===== src/rtl/core/sbema_pkg.sv =====
// Package for the segmented big-endian memory access unit.
// Holds the beat types, region, size, status and store codes.
// Depends on nothing; every other file in rtl/core imports it.
`default_nettype none

package sbema_pkg;

  localparam int OFFSET_BITS_DEF = 16;
  localparam int ADDR_W          = 32;
  localparam int DATA_W          = 32;
  localparam int OFS_W           = 20;
  localparam int REGION_W        = 12;
  localparam int STATUS_W        = 3;
  localparam int NUM_STORES      = 3;
  localparam int LANES           = 4;

  localparam logic [REGION_W-1:0] REGION_PROGRAM = 12'h004;
  localparam logic [REGION_W-1:0] REGION_DATA    = 12'h100;
  localparam logic [REGION_W-1:0] REGION_STACK   = 12'h7FF;

  localparam logic [1:0] STORE_PROGRAM = 2'd0;
  localparam logic [1:0] STORE_DATA    = 2'd1;
  localparam logic [1:0] STORE_STACK   = 2'd2;
  localparam logic [1:0] STORE_NONE    = 2'd3;

  localparam logic [1:0] SIZE_BYTE = 2'd0;
  localparam logic [1:0] SIZE_HALF = 2'd1;
  localparam logic [1:0] SIZE_WORD = 2'd2;
  localparam logic [1:0] SIZE_BAD  = 2'd3;

  localparam logic OP_READ  = 1'b0;
  localparam logic OP_WRITE = 1'b1;

  localparam logic [STATUS_W-1:0] ST_OK         = 3'd0;
  localparam logic [STATUS_W-1:0] ST_NO_REGION  = 3'd1;
  localparam logic [STATUS_W-1:0] ST_MISALIGNED = 3'd2;
  localparam logic [STATUS_W-1:0] ST_BAD_SIZE   = 3'd3;
  localparam logic [STATUS_W-1:0] ST_BEYOND     = 3'd4;

  typedef struct packed {
    logic              op;
    logic [ADDR_W-1:0] address;
    logic [1:0]        access_size;
    logic [DATA_W-1:0] write_data;
  } req_t;

  typedef struct packed {
    logic [DATA_W-1:0]   read_data;
    logic [STATUS_W-1:0] status;
  } rsp_t;

  // One classified access as it waits between the front and the back.
  typedef struct packed {
    logic                op;
    logic [1:0]          store;
    logic [1:0]          access_size;
    logic [OFS_W-1:0]    offset;
    logic [DATA_W-1:0]   write_data;
    logic [STATUS_W-1:0] status;
  } work_t;

endpackage

`default_nettype wire


===== src/rtl/core/sbema_queue.sv =====
// Two-entry queue of classified accesses between the front and the back.
// Depends on sbema_pkg.
`default_nettype none

module sbema_queue (
  input  logic             clk,
  input  logic             rst,
  input  logic             push,
  input  sbema_pkg::work_t push_work,
  output logic             full,
  input  logic             pop,
  output logic             head_valid,
  output sbema_pkg::work_t head_work
);
  import sbema_pkg::*;

  work_t      entries [2];
  logic       rd_ptr;
  logic       wr_ptr;
  logic [1:0] count;

  assign full       = (count == 2'd2);
  assign head_valid = (count != 2'd0);
  assign head_work  = entries[rd_ptr];

  always_ff @(posedge clk) begin
    if (push) begin
      entries[wr_ptr] <= push_work;
    end
  end

  always_ff @(posedge clk) begin
    if (rst) begin
      rd_ptr <= 1'b0;
      wr_ptr <= 1'b0;
      count  <= 2'd0;
    end else begin
      if (push) begin
        wr_ptr <= ~wr_ptr;
      end
      if (pop) begin
        rd_ptr <= ~rd_ptr;
      end
      unique case ({push, pop})
        2'b10:   count <= count + 2'd1;
        2'b01:   count <= count - 2'd1;
        default: count <= count;
      endcase
    end
  end

endmodule

`default_nettype wire


===== config.mk =====
export PLATFORM = sky130hd
export DESIGN_NAME = sbema_queue
export DESIGN_NICKNAME = d
export VERILOG_FILES = /design/src/rtl/core/sbema_pkg.sv /design/src/rtl/core/sbema_queue.sv
export SDC_FILE = /design/constraint.sdc
export NUM_CORES = 1
export LEC_CHECK = 0
export ABC_CLOCK_PERIOD_IN_PS = 4000
export BUFFER_PORTS_ARGS = -buffer_cell sky130_fd_sc_hd__buf_2
export CORE_MARGIN = 4
export CORE_UTILIZATION = 46
export DETAILED_ROUTE_END_ITERATION = 10
export PLACE_DENSITY = 0.75
export SLEW_MARGIN = 20
export SYNTH_ARGS = -nofsm -noshare
export SYNTH_HDL_FRONTEND = slang
export SYNTH_SLANG_ARGS = --single-unit

===== constraint.sdc =====
create_clock -name clk -period 4 [get_ports clk]
set_input_delay 0.8 -clock clk [delete_from_list [all_inputs] [get_ports clk]]
set_output_delay 0.8 -clock clk [all_outputs]
set_load 0.02 [all_outputs]

==> flow_summary.ini, run 1 <==
[run_status]
status = completed

[die]
start_util = 0.480
die_w_um = 107
ios = 126
core_area_um2 = 9420
die_h_um = 107
rows = 35
die_area_um2 = 11500

[global_route]
grt_usage = 0.150
antenna_found_initial = 0
grt_pass1_wl_mm = 12.8
grt_pass1_vias = 2579
grt_max_degree = 41
grt-ovfl-total = 0

[logic_synthesis]
syn_area_per_cell_um2 = 21.6
netlist_area_um2 = 4520
ys_ff_latch = 125
synth_nets = 274
yosys_warnings = 0
synth_cells = 209
ys_types = 16
ys_seq_area_frac = 0.819

[timing]
setup_viol = 0
tns_ps = 0
hold_viol = 0
fin_skew_ps = 14.4
worst_pin_slew_ps = 736
fmax_mhz = 338
whs_ps = 477
rsz0062_at_grt = false
drv_slew = 0
relSlewSlack = 0.509
period_minus_slack_ps = 2950
fin_crit_sh = 0.739

[clock_tree]
insertion_delay_ps = 510
cts.sinks = 125
clk_pin_slew_ps = 60
clk_path_buf_depth = 2
cts_buffers = 17
post_cts_buffers = 0
cts_root_buf = clkbuf_8
cts_resized = 0
cts_hold_buf = 0
cts_tree = yes
htree_levels = 4

[place]
io_buffers = 125
gp_congestion = 0.703
hpwl_mm = 5.27
dp_cells = 459

[detailed_routing]
final_antenna_net_count = 0
via_count = 2321
vias_per_cell = 4.73
drcViolationCount = 0
routedWlPerCell_um = 16.3
drt-pass1-iter-count = 6
wl_mm = 8.02
drt_iter0_markers = 79

[setup_path]
critPathMaxFanout = 32
crit_required_ps = 3200
cp-start-kind = flop
worst-setup-path-type = reg -> out
cp-end-kind = output port
arrival_ps = 2150

[layout]
multi_input_area_um2 = 788
syn_to_final_growth_pct = 31.5
finalCoreUtilization = 0.631
diodes = 0
ff_latch_area_um2 = 3700
final_layout_size_suffix_gt1_frac = 0.616
n_fill_cell = 715
nets = 414
stdcell_count = 491

[power_and_ir_drop]
power.density_nw_per_um2 = 583
irDropWorstVdd_v = 0.000327
p_leak_nw = 2.25

[job]
maxCapViolations = 0

[min_path]
hp-class = in -> reg
-- final timing paths --
kind | from | endpoint | slack, ps | cells past startpoint
worst max-delay path | flop | head_work[10] | 1050 | 3
worst min-delay path | push_work[39] | entries[0][39] | 480 | 1
worst max register to register | wr_ptr | entries[1][41] | 2110 | 2
worst min register to register | rd_ptr | rd_ptr | 520 | 2
-- where the power goes --
part           internal [mW]  switching [mW]  total [mW]
logic                  0.152           0.207       0.359
registers               1.53          0.0309        1.56
clock network           1.01           0.536        1.55
-- area by class of cell --
cell class / count / share of cell area
tap: 129 / 0.0272
sequential: 125 / 0.623
inverter: 1 / 0.000632
clock inverter: 14 / 0.0326
clock buffer: 18 / 0.0703
multi-input combinational: 76 / 0.133
timing repair buffer: 128 / 0.113
-- sequential cells by signal (all words and copies together) (netlist names), named ones only --
signal	cells
rd_ptr	1
wr_ptr	1
count	2
entries	120
-- critical path, stage by stage (launching register included) --
cell and delay (ps):
dfxtp_2 810, buf_12 290, mux2_2 370, buf_2 160
-- cells in the mapped netlist --
library cell	number	area share
a21oi_1	1	0.0011
clkbuf_1	1	0.00083
and2b_2	1	0.0019
and2_1	1	0.0014
or2_2	1	0.0014
o21ai_0	1	0.0011
ha_1	1	0.0028
xor2_1	1	0.0019
inv_1	1	0.00083
mux2_2	60	0.15
or3_1	1	0.0014
buf_2	6	0.0066
edfxtp_1	120	0.80
xnor2_1	3	0.0058
dfxtp_1	5	0.022
nor2_1	5	0.0042
-- cells in the final DEF (no fill, tap or decap), drive strengths merged --
cell type / netlist / layout
bufinv: 0 / 4
buf: 6 / 128
o21ai: 1 / 1
ha: 1 / 1
clkinvlp: 0 / 4
clkinv: 0 / 5
a21oi: 1 / 1
dfxtp: 5 / 5
edfxtp: 120 / 120
clkbuf: 1 / 18
or3: 1 / 1
and2: 1 / 1
xnor2: 3 / 3
or2: 1 / 1
mux2: 60 / 60
xor2: 1 / 1
nor2: 5 / 5
and2b: 1 / 1
inv: 1 / 2
-- cell families (layout without fill, tap and decap cells) --
| logic type | after synthesis | after routing | synth area share |
|---|---|---|---|
| buffers and inverters | 8 | 161 | 0.00830 |
| adder cells (fa/ha/maj) | 1 | 1 | 0.00277 |
| AND/OR/NAND/NOR | 9 | 9 | 0.0102 |
| flip-flops | 125 | 125 | 0.819 |
| XOR/XNOR | 4 | 4 | 0.00775 |
| AO/OA/AOI/OAI | 2 | 2 | 0.00221 |
| multiplexers | 60 | 60 | 0.149 |
-- per-stage QoR --
step / instance area, um^2 / power, mW / setup WS (ps)
global placement: 5330 / 1.94 / 1530
finish: 5940 / 3.46 / 1050
CTS: 5940 / 3.51 / 991
floorplan: 4520 / 1.81 / 145
detailed placement: 5330 / 1.95 / 1540
global route: 5940 / 3.61 / 920
-- layer usage --
metal  vias up  wire length, um  global-route usage
met1      1124             3180               0.161
met2        85             4170               0.255
met4         0               18              0.0630
met5         -                0                   0
li1       1110                -                   -
met3         2              652              0.0686
(Power assumes the default switching activity.)
==> run 2, diff against run 1 <==
--- a/config.mk
+++ b/config.mk
@@ -5,7 +5,7 @@
 export SDC_FILE = /design/constraint.sdc
 export NUM_CORES = 1
 export LEC_CHECK = 0
-export ABC_CLOCK_PERIOD_IN_PS = 4000
+export ABC_CLOCK_PERIOD_IN_PS = 2600
 export BUFFER_PORTS_ARGS = -buffer_cell sky130_fd_sc_hd__buf_2
 export CORE_MARGIN = 4
 export CORE_UTILIZATION = 46
==> constraint.sdc (replaced) <==
create_clock -name clk -period 2.6 [get_ports clk]
set_input_delay 0.52 -clock clk [delete_from_list [all_inputs] [get_ports clk]]
set_output_delay 0.52 -clock clk [all_outputs]
set_load 0.02 [all_outputs]
==> run 2 against run 1 <==
Die area unchanged; first-iteration DRC count decreased by 6.3%; largest power group unchanged; final area decreased by 0.72%; via count is 0.69% higher; combinational power rose by 58%; setup slack got worse by 700 ps; register-to-register slack got worse by 920 ps; largest cell class unchanged.
==> flow_summary.ini, run 2 (synthesis results as in run 1) <==
[setup_path]
arrival_ps = 1740
crit_cells = 3
crit_chain = buf_4, mux2_2, buf_2
cpLargestDelayFamily = buffers and inverters
slowest_stage = mux2_2
ff2ff_setup_slack_ps = 1190
worst-setup-path-type = reg -> out
crit_required_ps = 2080
r2r_cells = 2
r2r-end = entries[1][45]
r2r-start = wr_ptr
critPathMaxFanout = 33
cp-start-kind = flop
cp-end-kind = output port
crit_buf_inv = 2
slowest_delay_ps = 390

[power_and_ir_drop]
swShare = 0.217
p_leak_nw = 2.25
internal-power_mw = 4.04
p_clk_frac = 0.428
irDropWorstVdd_v = 0.000619
power.density_nw_per_um2 = 874
combPwrFrac = 0.110
power.net_switching_mw = 1.12
p_seq_frac = 0.462

[timing]
setup_viol = 0
tns_ps = 0
fin_crit_sh = 0.868
fin_skew_ps = 5.16
rsz0062_at_grt = false
worst_pin_slew_ps = 507
period_minus_slack_ps = 2260
hold_viol = 0
relSlewSlack = 0.662
setup_ws_ps = 344
fmax_mhz = 443
drv_slew = 0

[clock_tree]
clk_path_buf_depth = 2
cts_resized = 0
clk_pin_slew_ps = 60
cts_buffers = 17
cts.sinks = 125
cts_tree = yes
cts_root_buf = clkbuf_8
insertion_delay_ps = 490
htree_levels = 4
post_cts_buffers = 0
cts_hold_buf = 0

[die]
die_w_um = 107
die_area_um2 = 11500
core_area_um2 = 9420
die_h_um = 107
ios = 126
start_util = 0.480
rows = 35

[layout]
max_flop_register = entries
fin_area_um2 = 5900
n_fill_cell = 684
multi_input_area_um2 = 788
mostFrequentLayoutCells = buf_2 (125), edfxtp_1 (120), mux2_2 (60)
final_layout_size_suffix_gt1_frac = 0.614
final_common_cell = buf_2
ff_latch_area_um2 = 3700
largest_reg_flops = 120
nets = 417
syn_to_final_growth_pct = 30.5
largest_registers = entries: 120 flops, count: 2 flops
diodes = 0
stdcell_count = 494

[detailed_routing]
final_antenna_net_count = 0
wl_mm = 8.00
routedWlPerCell_um = 16.2
via_count = 2337
drcViolationCount = 0
drt_iter0_markers = 74
vias_per_cell = 4.73
drt-pass1-iter-count = 4

[global_route]
grt_usage = 0.145
antenna_found_initial = 0
grt-ovfl-total = 0
grt_pass1_wl_mm = 12.6
grt_pass1_vias = 2520
grt_max_degree = 38

[place]
gp_congestion = 0.709
placed_cell_area_um2 = 5330
hpwl_mm = 5.36
pre_cts_ws_ps = 828
io_buffers = 125
dp_cells = 462

[min_path]
hold_path.startpoint = push_work[24]
whs_endpoint = entries[1][24]
hp-class = in -> reg
whs_path_depth = 1

[job]
maxCapViolations = 0

[run_status]
status = completed
==> run 2: cell types whose count changed in the layout (fill, tap and decap cells not counted), moves of 3 or more <==
cell / previous run / this run
buf_4: 1 / 6
clkbuf_8: 1 / 5
clkinv_2: 1 / 4
clkinv_4: 3 / 0
clkinvlp_4: 4 / 1
==> run 2: worst max-delay path by stage <==
stage / startpoint / to / slack, ps
after floorplan: push / entries[0][0] / 60
after global placement: flop / head_work[11] / 840
after detailed placement: flop / head_work[11] / 830
after CTS: flop / head_work[11] / 300
after global routing: flop / head_work[18] / 250
final: flop / head_work[41] / 340
==> run 2: per-stage QoR <==
step / util / power (mW) / hold WS (ps)
floorplan: - / 2.78 / 456
global placement: 0.566 / 2.98 / 479
detailed placement: 0.566 / 3.00 / 518
CTS: 0.627 / 5.21 / 197
global route: 0.627 / 5.37 / 187
finish: 0.627 / 5.15 / 220
==> run 2: per-layer routing <==
| metal | GRT usage | vias to the layer above | part of all wire |
|---|---|---|---|
| met4 | 0.0420 | 0 | 0.0094 |
| met5 | 0 | - | 0 |
| met2 | 0.242 | 86 | 0.51 |
| met1 | 0.177 | 1136 | 0.41 |
| li1 | - | 1107 | - |
| met3 | 0.0542 | 8 | 0.068 |
==> run 2: final cells by class <==
cell class | instances | share of cell area
clock buffer | 24 | 0.0814
clock inverter | 8 | 0.0155
inverter | 1 | 0.000636
multi-input combinational | 76 | 0.134
sequential | 125 | 0.628
tap | 129 | 0.0274
timing repair buffer | 131 | 0.114
==> run 2: power groups by stage <==
stage | Clock [mW] | Combinational, mW | Sequential (mW)
finish | 2.21 | 0.567 | 2.38
global route | 2.36 | 0.613 | 2.39
CTS | 2.25 | 0.577 | 2.38
detailed placement | 0 | 0.573 | 2.42
global placement | 0 | 0.566 | 2.42
floorplan | 0 | 0.365 | 2.41
