===== src/rtl/core/sbema_pkg.sv =====
// Package for the segmented big-endian memory access unit.
// Holds the beat types, region, size, status and store codes.
// Depends on nothing; every other file in rtl/core imports it.
`default_nettype none

package sbema_pkg;

  localparam int OFFSET_BITS_DEF = 16;
  localparam int ADDR_W          = 32;
  localparam int DATA_W          = 32;
  localparam int OFS_W           = 20;
  localparam int REGION_W        = 12;
  localparam int STATUS_W        = 3;
  localparam int NUM_STORES      = 3;
  localparam int LANES           = 4;

  localparam logic [REGION_W-1:0] REGION_PROGRAM = 12'h004;
  localparam logic [REGION_W-1:0] REGION_DATA    = 12'h100;
  localparam logic [REGION_W-1:0] REGION_STACK   = 12'h7FF;

  localparam logic [1:0] STORE_PROGRAM = 2'd0;
  localparam logic [1:0] STORE_DATA    = 2'd1;
  localparam logic [1:0] STORE_STACK   = 2'd2;
  localparam logic [1:0] STORE_NONE    = 2'd3;

  localparam logic [1:0] SIZE_BYTE = 2'd0;
  localparam logic [1:0] SIZE_HALF = 2'd1;
  localparam logic [1:0] SIZE_WORD = 2'd2;
  localparam logic [1:0] SIZE_BAD  = 2'd3;

  localparam logic OP_READ  = 1'b0;
  localparam logic OP_WRITE = 1'b1;

  localparam logic [STATUS_W-1:0] ST_OK         = 3'd0;
  localparam logic [STATUS_W-1:0] ST_NO_REGION  = 3'd1;
  localparam logic [STATUS_W-1:0] ST_MISALIGNED = 3'd2;
  localparam logic [STATUS_W-1:0] ST_BAD_SIZE   = 3'd3;
  localparam logic [STATUS_W-1:0] ST_BEYOND     = 3'd4;

  typedef struct packed {
    logic              op;
    logic [ADDR_W-1:0] address;
    logic [1:0]        access_size;
    logic [DATA_W-1:0] write_data;
  } req_t;

  typedef struct packed {
    logic [DATA_W-1:0]   read_data;
    logic [STATUS_W-1:0] status;
  } rsp_t;

  // One classified access as it waits between the front and the back.
  typedef struct packed {
    logic                op;
    logic [1:0]          store;
    logic [1:0]          access_size;
    logic [OFS_W-1:0]    offset;
    logic [DATA_W-1:0]   write_data;
    logic [STATUS_W-1:0] status;
  } work_t;

endpackage

`default_nettype wire


===== src/rtl/core/sbema_front.sv =====
// Front end: decodes the region of one request and checks size, alignment and range.
// Depends on sbema_pkg.
`default_nettype none

module sbema_front #(
  parameter int OFFSET_BITS = sbema_pkg::OFFSET_BITS_DEF
) (
  input  sbema_pkg::req_t  req,
  output sbema_pkg::work_t work
);
  import sbema_pkg::*;

  localparam logic [OFS_W-1:0] LOW_MASK =
    OFS_W'((21'(1) << OFFSET_BITS) - 21'(1));

  logic [REGION_W-1:0] region;
  logic [OFS_W-1:0]    offset;
  logic [1:0]          store;
  logic                misaligned;
  logic                beyond;

  assign region = req.address[ADDR_W-1 -: REGION_W];
  assign offset = req.address[OFS_W-1:0];
  assign beyond = |(offset & ~LOW_MASK);

  always_comb begin
    unique case (region)
      REGION_PROGRAM: store = STORE_PROGRAM;
      REGION_DATA:    store = STORE_DATA;
      REGION_STACK:   store = STORE_STACK;
      default:        store = STORE_NONE;
    endcase
  end

  always_comb begin
    unique case (req.access_size)
      SIZE_HALF: misaligned = offset[0];
      SIZE_WORD: misaligned = |offset[1:0];
      default:   misaligned = 1'b0;
    endcase
  end

  always_comb begin
    work.op          = req.op;
    work.store       = store;
    work.access_size = req.access_size;
    work.offset      = offset;
    work.write_data  = req.write_data;
    // The checks are ranked: region, then size, then alignment, then range.
    priority if (store == STORE_NONE) begin
      work.status = ST_NO_REGION;
    end else if (req.access_size == SIZE_BAD) begin
      work.status = ST_BAD_SIZE;
    end else if (misaligned) begin
      work.status = ST_MISALIGNED;
    end else if (beyond) begin
      work.status = ST_BEYOND;
    end else begin
      work.status = ST_OK;
    end
  end

endmodule

`default_nettype wire


===== config.mk =====
export PLATFORM = sky130hd
export DESIGN_NAME = sbema_front
export DESIGN_NICKNAME = d
export VERILOG_FILES = /design/src/rtl/core/sbema_pkg.sv /design/src/rtl/core/sbema_front.sv
export SDC_FILE = /design/constraint.sdc
export NUM_CORES = 1
export LEC_CHECK = 0
export BUFFER_PORTS_ARGS = -buffer_cell sky130_fd_sc_hd__buf_2
export CAP_MARGIN = 20
export CORE_AREA = 10 10 58 64
export DETAILED_ROUTE_END_ITERATION = 10
export DIE_AREA = 0 0 68 74
export GPL_TIMING_DRIVEN = 0
export PLACE_DENSITY = 0.91
export SYNTH_ARGS = -nofsm -noshare
export SYNTH_HDL_FRONTEND = slang
export SYNTH_SLANG_ARGS = --single-unit

===== constraint.sdc =====
create_clock -name vclk -period 1.5
set_input_delay 0 -clock vclk [all_inputs]
set_output_delay 0 -clock vclk [all_outputs]
set_load 0.02 [all_outputs]

==> results of run 1 <==
==> per-stage QoR <==
stage               instances  hold WS [ns]  setup TNS [ns]  instance area [µm²]  total power, µW
CTS                       191        0.2220         -0.1467                 1094            350.2
global route              191        0.2241         -0.1784                 1100            370.1
floorplan                  80        0.1126               0                619.3            233.3
finish                    191        0.2197         -0.1129                 1100            345.7
global placement          191        0.2221         -0.3278                 1059            341.6
detailed placement        191        0.2222         -0.3431                 1059            347.1
==> final cells by class <==
type	instances	area (µm²)
Multi-Input combinational cell	22	205.2
Tap cell	31	38.79
Timing Repair Buffer	80	431.7
Fill cell	260	1373
Inverter	3	11.26
Buffer	55	412.9
==> final timing paths <==
| check | from | end | slack, ns | cells after the start |
|---|---|---|---|---|
| min | req[41] | work[42] | 0.22 | 2 |
| max | req[54] | work[2] | -0.07 | 5 |
==> cells in the mapped netlist <==
library cell               count
sky130_fd_sc_hd__a211oi_2      1
sky130_fd_sc_hd__nand4_1       2
sky130_fd_sc_hd__nand2_1       1
sky130_fd_sc_hd__or4_1         1
sky130_fd_sc_hd__a21oi_1       1
sky130_fd_sc_hd__o21ai_0       1
sky130_fd_sc_hd__or3_1         1
sky130_fd_sc_hd__nand4b_1      1
sky130_fd_sc_hd__or2_2         1
sky130_fd_sc_hd__or4_4         3
sky130_fd_sc_hd__o41ai_1       1
sky130_fd_sc_hd__inv_1         3
sky130_fd_sc_hd__xnor2_1       1
sky130_fd_sc_hd__nor4_1        1
sky130_fd_sc_hd__buf_4        55
sky130_fd_sc_hd__o2bb2a_1      1
sky130_fd_sc_hd__a21o_1        2
sky130_fd_sc_hd__ha_1          3
==> critical path: cells and delay by family <==
family | cells | cell delay, ns
buf+inv | 2 | 0.24
simple gates | 2 | 1.11
compound gates | 1 | 0.22
==> per-layer routing <==
layer | GRT usage (%) | up-vias
li1 | - | 372
met1 | 6.791 | 320
met2 | 17.39 | 73
met3 | 6.156 | 0
met4 | 0 | 0
met5 | 0 | -
==> cell families (layout without fill, tap and decap cells) <==
family                   after synthesis  after routing  share of synthesized area, %
AND/OR/NAND/NOR                       11             11                         13.91
adder cells (fa/ha/maj)                3              3                         6.136
buffers and inverters                 58            138                         69.33
XOR/XNOR                               1              1                         1.432
AO/OA/AOI/OAI                          7              7                         9.200
==> what timing repair did <==
item,CTS,global route
pin swaps,3,2
hold endpoints to repair,0,0
resized for setup,9,1
endpoints found under the setup margin,3,3
==> where the power goes <==
part | switching (µW) | internal (µW) | total (µW)
Combinational | 173 | 172 | 346
Sequential | 0 | 0 | 0
Clock | 0 | 0 | 0
==> run summary, run 1 <==
The critical path goes through buf_6, or4_4, or4_4, a211oi_4, buf_6. The required arrival time at the worst endpoint is 1.50 ns. The number of hold violations in the final report is 0. The sequential area share after synthesis came out at 0%. Ranked by total cell area, the synthesized netlist is headed by sky130_fd_sc_hd__buf_4 (67%), sky130_fd_sc_hd__ha_1 (6.1%), sky130_fd_sc_hd__or4_4 (5.5%). Power spread over the standard cell area amounts to 314.3 nW/µm². The library cell used most frequently in the layout, excluding fill and tap cells, is sky130_fd_sc_hd__buf_2. Setup violations remaining at the end of the flow were counted as 3. Summed over all cells, the static leakage comes to 0.0006561 µW. Relative to the synthesized area, the layout overhead comes to 79.75%. The DRC violation total after the first TritonRoute iteration came out at 8. The worst setup timing slack at the placement stage came out at -0.1484 ns. The fraction of post-synthesis cell area in the top cell type by area is 67.48%. The remaining max-slew budget at the tightest pin came out at 61.63%. The core occupancy in the finished layout came out at 44.48%. The sequential cell count is 0. The final critical-path share of the clock period came out at 104.5%. The biggest area contributor in the post-synthesis netlist is sky130_fd_sc_hd__buf_4.

The number of hold buffers added after CTS is 0. The DRC violations left is 0. The count of pins over their slew limit was 0. The number of detailed-route iterations in the first pass is 2. The start-to-end type of the worst setup path is in -> out. The width of the die came out at 68 µm. The final reports fail on setup timing. The top fanout value on the critical path is 4. The number of global-route vias before repair is 845.

The die is 74 µm tall. Signal routing reaches up to met3. The critical path's largest stage delay is 0.58 ns. The global-route wire length before repair is 3650 µm. The diode insertion count for antenna repair came out at 0. The time the final worst path needs with I/O delays and setup came out at 1.567 ns. The met1 wire length is 751 µm. After floorplanning, the core was divided into 19 placement rows.

The net count of the finished layout is 232. The fraction of final layout cells sized beyond drive strength 1 came out at 88.13%. The total wirelength of the detailed-routed design is 2726 µm. Data on the critical path arrives at its endpoint at 1.57 ns.

The effective utilization at floorplan is 24.75%. The post-synthesis instance area is 611.8 µm². Setup repair after global routing could not meet its margin everywhere. Routability-driven placement finished with a final weighted congestion of 0.6875. The number of I/O port buffers came out at 80. The max-cap violation count is 0. During I/O placement, the number of pins put on the boundary was 127. Once routing completed, OpenROAD measured the worst setup slack at -0.06725 ns. The worst setup path is captured at a primary output. Detailed routing placed a total of 574 µm of wire on met3. The net count after synthesis is 150. The number of clock buffers in the layout is 0. The die covers 5032 µm².

The remaining antenna violation count after routing is 0. The sequential cell area came out at 0 µm². The run finished, with violations left. The worst-case vdd ir drop came out at 0.0001691 V. The synthesized instance count is 80. The distinct cell type count after synthesis is 18. The total global routing overflow came out at 0.

The slowest library cell on the worst path is sky130_fd_sc_hd__or4_4. The number of antenna violations at the first check in global routing came out at 0. The worst setup path is launched from an input port. In the global route stage, overall resource usage came out at 8.619%. The count of warnings emitted by yosys is 0.

Buffers added to address setup during post-CTS repair amount to 0. Entering global routing, the biggest net connects 5 pins. Each instance of the synthesized netlist takes up on average 7.648 µm². The class of the most critical hold timing path is in -> out. The vias per cell is 4.005. The highest attainable clock frequency is 638.1 MHz. In the final routed layout, each cell accounts on average for 14.27 µm. The via count is 765. The total met2 wirelength after detailed routing is 1399 µm. The library cells used most frequently in the layout, excluding fill and tap cells, are sky130_fd_sc_hd__buf_2 (75), sky130_fd_sc_hd__buf_4 (55), sky130_fd_sc_hd__buf_6 (5). For the pin with the worst max-slew slack, the measured transition is 0.5681 ns. The area of the core came out at 2472 µm².
No activity file was read; power rests on OpenSTA's default activity.
==> run 2: changes to the inputs <==
--- a/config.mk
+++ b/config.mk
@@ -7,11 +7,11 @@
 export LEC_CHECK = 0
 export BUFFER_PORTS_ARGS = -buffer_cell sky130_fd_sc_hd__buf_2
 export CAP_MARGIN = 20
-export CORE_AREA = 10 10 58 64
+export CORE_AREA = 10 10 61 68
 export DETAILED_ROUTE_END_ITERATION = 10
-export DIE_AREA = 0 0 68 74
+export DIE_AREA = 0 0 71 78
 export GPL_TIMING_DRIVEN = 0
-export PLACE_DENSITY = 0.91
+export PLACE_DENSITY = 0.84
 export SYNTH_ARGS = -nofsm -noshare
 export SYNTH_HDL_FRONTEND = slang
 export SYNTH_SLANG_ARGS = --single-unit
==> constraint.sdc (replaced) <==
create_clock -name vclk -period 1.4
set_input_delay 0 -clock vclk [all_inputs]
set_output_delay 0 -clock vclk [all_outputs]
set_load 0.02 [all_outputs]
==> run 2 against run 1 <==
The flow still finishes with violations (setup timing). Routed wire length rose by 0.22%. Final cell count rose by 2.1%. Largest power group unchanged. Design area rose by 2.5%. Critical endpoint unchanged. Total power rose by 7.9%.
==> run summary, run 2 (same netlist as run 1, synthesis figures left out) <==
The run finished, with violations left. The checks that failed: setup timing. The top fanout value on the critical path is 4. The DRC violations left is 0. The tightest min-delay check is of the in -> out type. Excluding fillers, the count of instances in the completed layout stands at 195. The routability congestion estimate from global placement came out at 0.6191.

The DRC violation total after the first TritonRoute iteration came out at 11. Of the cells placed in the final design, the portion with a size suffix greater than 1 is 88.82%. The number of clock buffers in the layout came out at 0.

The total global routing overflow came out at 0. The areal power density over the cells is 330.8 nW/µm². For the worst setup path, the data arrival time is 1.58 ns. The width of the die came out at 71 µm.

Traced cell by cell, the critical path runs through buf_6, or4_4, or4_4, a211oi_4, buf_6. The worst setup path is launched from an input port. OpenSTA, run right after detailed placement, puts the worst setup slack at -0.2306 ns.

After the last flow step, the layout net total stands at 233. The fill cell instance count of the final layout came out at 306. The count of standard-cell rows is 21.

The global-route wire length before repair came out at 3905 µm. The remaining antenna violation count after routing is 0. Setup repair after global routing could not meet its margin everywhere. The critical path is of the in -> out type. The diode insertion count for antenna repair is 0. The analysis attributes to net switching a power of 185.6 µW. Once routing completed, OpenROAD measured the worst setup slack at -0.1822 ns. The clock network fraction of total power came out at 0%.

The count of pins over their slew limit is 0. The setup TNS is -0.6116 ns. Using the TritonRoute via totals, the vias-per-cell ratio works out to 3.990. The final critical-path share of the clock period came out at 113.0%. The worst pin sits at a relative slew slack of 64.92%. The sequential cell count is 0. The slowest stage of the critical path belongs to the cell sky130_fd_sc_hd__or4_4. For this run, the total global-route usage over all layers was measured as 7.885%. Broken down by cell family, the worst path's largest delay share belongs to simple AND/OR/NAND/NOR gates. The total instance count after detailed placement came out at 194. The internal power consumption is 187.3 µW.

The final routed wire length divided by cell count is 14.01 µm. The number of setup violations in the final report came out at 4. The time the final worst path needs with I/O delays and setup is 1.582 ns. Across the VDD grid, the largest voltage drop is 0.0001994 V. The sequential group share of total power came out at 0%. Detailed routing inserted a total of 778 vias. The switching part of the total came out at 49.77%.

STA puts the critical path data required time at 1.40 ns. The number of hold violations in the final report was 0. The max-cap violation count is 0.

The worst path buffer plus inverter count is 2. The y dimension of the die came out at 78 µm. STA classifies the critical path endpoint as a primary output.

The effective utilization at floorplan came out at 21.17%. The commonest non-fill, non-tap cell in the layout is sky130_fd_sc_hd__buf_2. The number of primary I/O pins is 127. Overall power consumption after layout is estimated at 372.9 µW. Summed over all layers, the routed wires come to 2732 µm. The number of antenna violations at the first check in global routing is 0. The number of global-route vias before repair came to 843. Timing would allow up to 632.0 MHz. The area growth from synthesis to layout is 84.25%.

In this run the tool buffered the top-level ports with 80 buffer cells. In the layout the commonest cells are sky130_fd_sc_hd__buf_2 (73), sky130_fd_sc_hd__buf_4 (56), sky130_fd_sc_hd__buf_6 (7). For this run, the detailed router's first-pass iteration total came to 2.

For the pin with the worst max-slew slack, the measured transition is 0.5194 ns. The fraction of power consumed by combinational cells is 100.0%. On the worst path, the slowest cell contributes a delay of 0.58 ns. The die footprint came out at 5538 µm². Entering global routing, the biggest net connects 5 pins. The sequential cell area is 0 µm². The area of the core came out at 2890 µm². The leakage power total came out at 0.0006678 µW.
-- run 2: changes by cell type in the layout (fill, tap and decap cells not counted), sizes merged --
| cell | change |
|---|---|
| buf | +1 |
-- run 2: worst paths after layout --
kind | start | endpoint | slack [ns] | cells past startpoint
min | req[36] | work[37] | 0.22 | 2
max | req[59] | work[2] | -0.18 | 5
-- run 2: layout make-up --
cell class	count	area, µm²	area share (%)
buffer	55	412.9	36.63
multi-input combinational	22	209.0	18.53
tap	34	42.54	3.774
inverter	3	11.26	0.9989
timing repair buffer	81	451.7	40.07
-- run 2: repair_timing --
item | 4_1_cts | 5_1_grt
resized for setup | 12 | 1
endpoints found under the setup margin | 5 | 5
buffers inserted | 0 | 1
hold buffers | 0 | 0
gates cloned | 0 | 0
pin swaps | 5 | 2
-- run 2: per-stage QoR --
stage / area [µm²] / hold WS (ns) / util (%)
after floorplan: 620.6 / 0.1126 / -
after detailed placement: 1064 / 0.2227 / 36.80
final: 1127 / 0.2193 / 39.00
after global routing: 1127 / 0.2241 / 39.00
after global placement: 1064 / 0.2220 / 36.80
after CTS: 1116 / 0.2225 / 38.61
-- run 2: metal layers --
layer  track usage, %  up-vias  share of wire [%]
met5                0        -                  0
met4                0        0                  0
met3            4.707        0                 16
met2            15.95       75                 51
met1            6.705      331                 33
li1                 -      372                  -
-- run 2: power groups by stage --
stage	combinational (µW)	clock [µW]	sequential (µW)
after detailed placement	371	0	0
after floorplan	250	0	0
after CTS	377	0	0
after global placement	365	0	0
final	373	0	0
after global routing	398	0	0
==> run 3: changes to the inputs <==
--- a/config.mk
+++ b/config.mk
@@ -7,11 +7,11 @@
 export LEC_CHECK = 0
 export BUFFER_PORTS_ARGS = -buffer_cell sky130_fd_sc_hd__buf_2
 export CAP_MARGIN = 20
-export CORE_AREA = 10 10 61 68
+export CORE_AREA = 10 10 66 62
 export DETAILED_ROUTE_END_ITERATION = 10
-export DIE_AREA = 0 0 71 78
+export DIE_AREA = 0 0 76 72
 export GPL_TIMING_DRIVEN = 0
-export PLACE_DENSITY = 0.84
+export PLACE_DENSITY = 0.86
 export SYNTH_ARGS = -nofsm -noshare
 export SYNTH_HDL_FRONTEND = slang
 export SYNTH_SLANG_ARGS = --single-unit
==> run 3 against run 2 <==
The run still ends with setup timing left. Design area up 0.67%. Die area down 1.2%. Sequential share of layout area unchanged. Combinational power about the same. Clock-buffer cell count unchanged. First-iteration DRC count up 27%. Core utilization up 2.6 points. Setup slack better by 0.014 ns. Worst hold slack about the same. Global-route usage up 0.47 points. Total power about the same. Non-clock buffer count unchanged. Largest cell class unchanged.
==> run summary, run 3 (same netlist as run 1, synthesis figures left out) <==
The tightest hold path in the finished design has a slack of 0.2193 ns. For this run, the top clock speed supported by timing is 637.8 MHz. The min-delay analysis places its worst path in the category in -> out. The number of detailed-route iterations in the first pass is 4.

The number of global-route vias before repair is 849. The number of clock buffers in the layout came out at 0. The critical path goes through buf_6, or4_4, or4_4, a211oi_4, buf_6. The worst setup path is captured at a primary output. The arrival time at the worst endpoint is 1.57 ns.

The detail route stage leaves a number of antenna-violating nets equal to 0. After detailed routing, the average wire length per cell comes to 13.64 µm. Detailed routing placed a total of 1591 µm of wire on met2. The final critical-path share of the clock period is 112.0%. The number of I/O port buffers came out at 80. The total instance count after detailed placement came out at 200. Relative to the synthesized area, the layout overhead comes to 85.48%. The checks that failed: setup timing. The final worst slack is -0.1678 ns.

The sequential cell area came out at 0 µm². Leaving out fill and tap cells, the most frequent cells in the layout are sky130_fd_sc_hd__buf_2 (73), sky130_fd_sc_hd__buf_4 (56), sky130_fd_sc_hd__buf_6 (7). The worst path buffer plus inverter count came out at 2. In the finished design the tool counted flip-flops and latches totalling 0. In this run the horizontal extent of the chip is 76 µm. The worst-case vdd ir drop came out at 0.0001540 V. The count of pins over their slew limit came out at 0.

The max-cap violation count is 0. The routed length on met3 came out at 340 µm. The number of setup violations in the final report came out at 4.

The slowest library cell on the worst path is sky130_fd_sc_hd__or4_4. The routed design has 2741 µm of wire. The via count came out at 760.

The net total in the final layout came out at 233. Pin placement for this block handled 127 I/O pins. The all-layer global routing usage came out at 8.355%. Routability-driven placement finished with a final weighted congestion of 0.6857. The initial utilization of the core area, before any placement, comes to 22.45%. The initialized floorplan defines 18 standard-cell rows. The leakage power total came out at 0.0006678 µW. For this run, the slowest stage of the critical path takes 0.58 ns. The vias per cell is 3.781.

Setup repair after global routing could not meet its margin everywhere. The remaining max-slew budget at the tightest pin came out at 62.94%. The number of hold buffers added after CTS came out at 0. The library cell used most frequently in the layout, excluding fill and tap cells, is sky130_fd_sc_hd__buf_2. The flow ran to the end, but the final reports show violations. After layout, the design draws a total of 373.1 µW.

Data on the critical path is required at its endpoint by 1.40 ns. The actual transition at the worst max-transition pin came out at 0.5487 ns. The DRC violations left is 0. The number of hold violations in the final report was 0. The layout has 298 filler cells. The kind of start point of the critical path is an input port. The area of the core is 2725 µm². The met1 wire length is 809 µm. The DRC violation total after the first TritonRoute iteration is 14. The number of antenna violations at the first check in global routing came out at 0.

The start-to-end type of the worst setup path is in -> out. The diode insertion count for antenna repair is 0. Grouping stages by cell kind, the critical path spends the most delay in simple AND/OR/NAND/NOR gates. In this run the top signal layer used is met3. The time the final worst path needs with I/O delays and setup came out at 1.568 ns. The total global routing overflow came out at 0. Entering global routing, the biggest net connects 5 pins. The first global-routing pass estimated 3981 µm of wire. The die covers 5472 µm². The y dimension of the die is 72 µm. The count of cells in the finished layout, fillers not included, comes to 201. The fraction of final layout cells sized beyond drive strength 1 is 88.82%.

In this run the power density over the cells is 328.8 nW/µm². Of all nets on the critical path, the largest fanout is 4.
run 3: worst paths after layout:
check / start / end / slack [ns] / cells after the start
worst max-delay path: req[58] / work[2] / -0.17 / 5
worst min-delay path: req[1] / work[4] / 0.22 / 2
run 3: timing repair:
item                                    CTS  global route
endpoints found under the setup margin    5             5
setup buffers                             0             1
pin swaps                                 4             2
resized for setup                        10             3
run 3: final cells by class:
| cell class | count | area, µm² | share of cell area [%] |
|---|---|---|---|
| timing repair buffer | 81 | 451.7 | 39.80 |
| buffer | 55 | 412.9 | 36.38 |
| multi-input combinational | 22 | 209.0 | 18.41 |
| tap | 40 | 50.05 | 4.410 |
| inverter | 3 | 11.26 | 0.9923 |
run 3: routing by layer:
metal  vias up  track usage (%)
met5         -                0
met4         0                0
met3         0            4.064
met2        57            17.74
met1       328            7.271
li1        375                -
run 3: per-stage QoR:
stage	setup WS (ns)	TNS, ns	cell area [µm²]	util, %
after global placement	-0.2259	-0.6437	1071	39.30
after CTS	-0.1730	-0.4626	1117	41.00
final	-0.1678	-0.5517	1135	41.64
after detailed placement	-0.2336	-0.6663	1071	39.30
after floorplan	-0.05296	-0.1039	620.6	-
after global routing	-0.2095	-0.6600	1135	41.64
run 3: where the power goes:
part,total [µW],internal [µW],switching [µW]
Clock,0,0,0
Combinational,373,187,186
Sequential,0,0,0
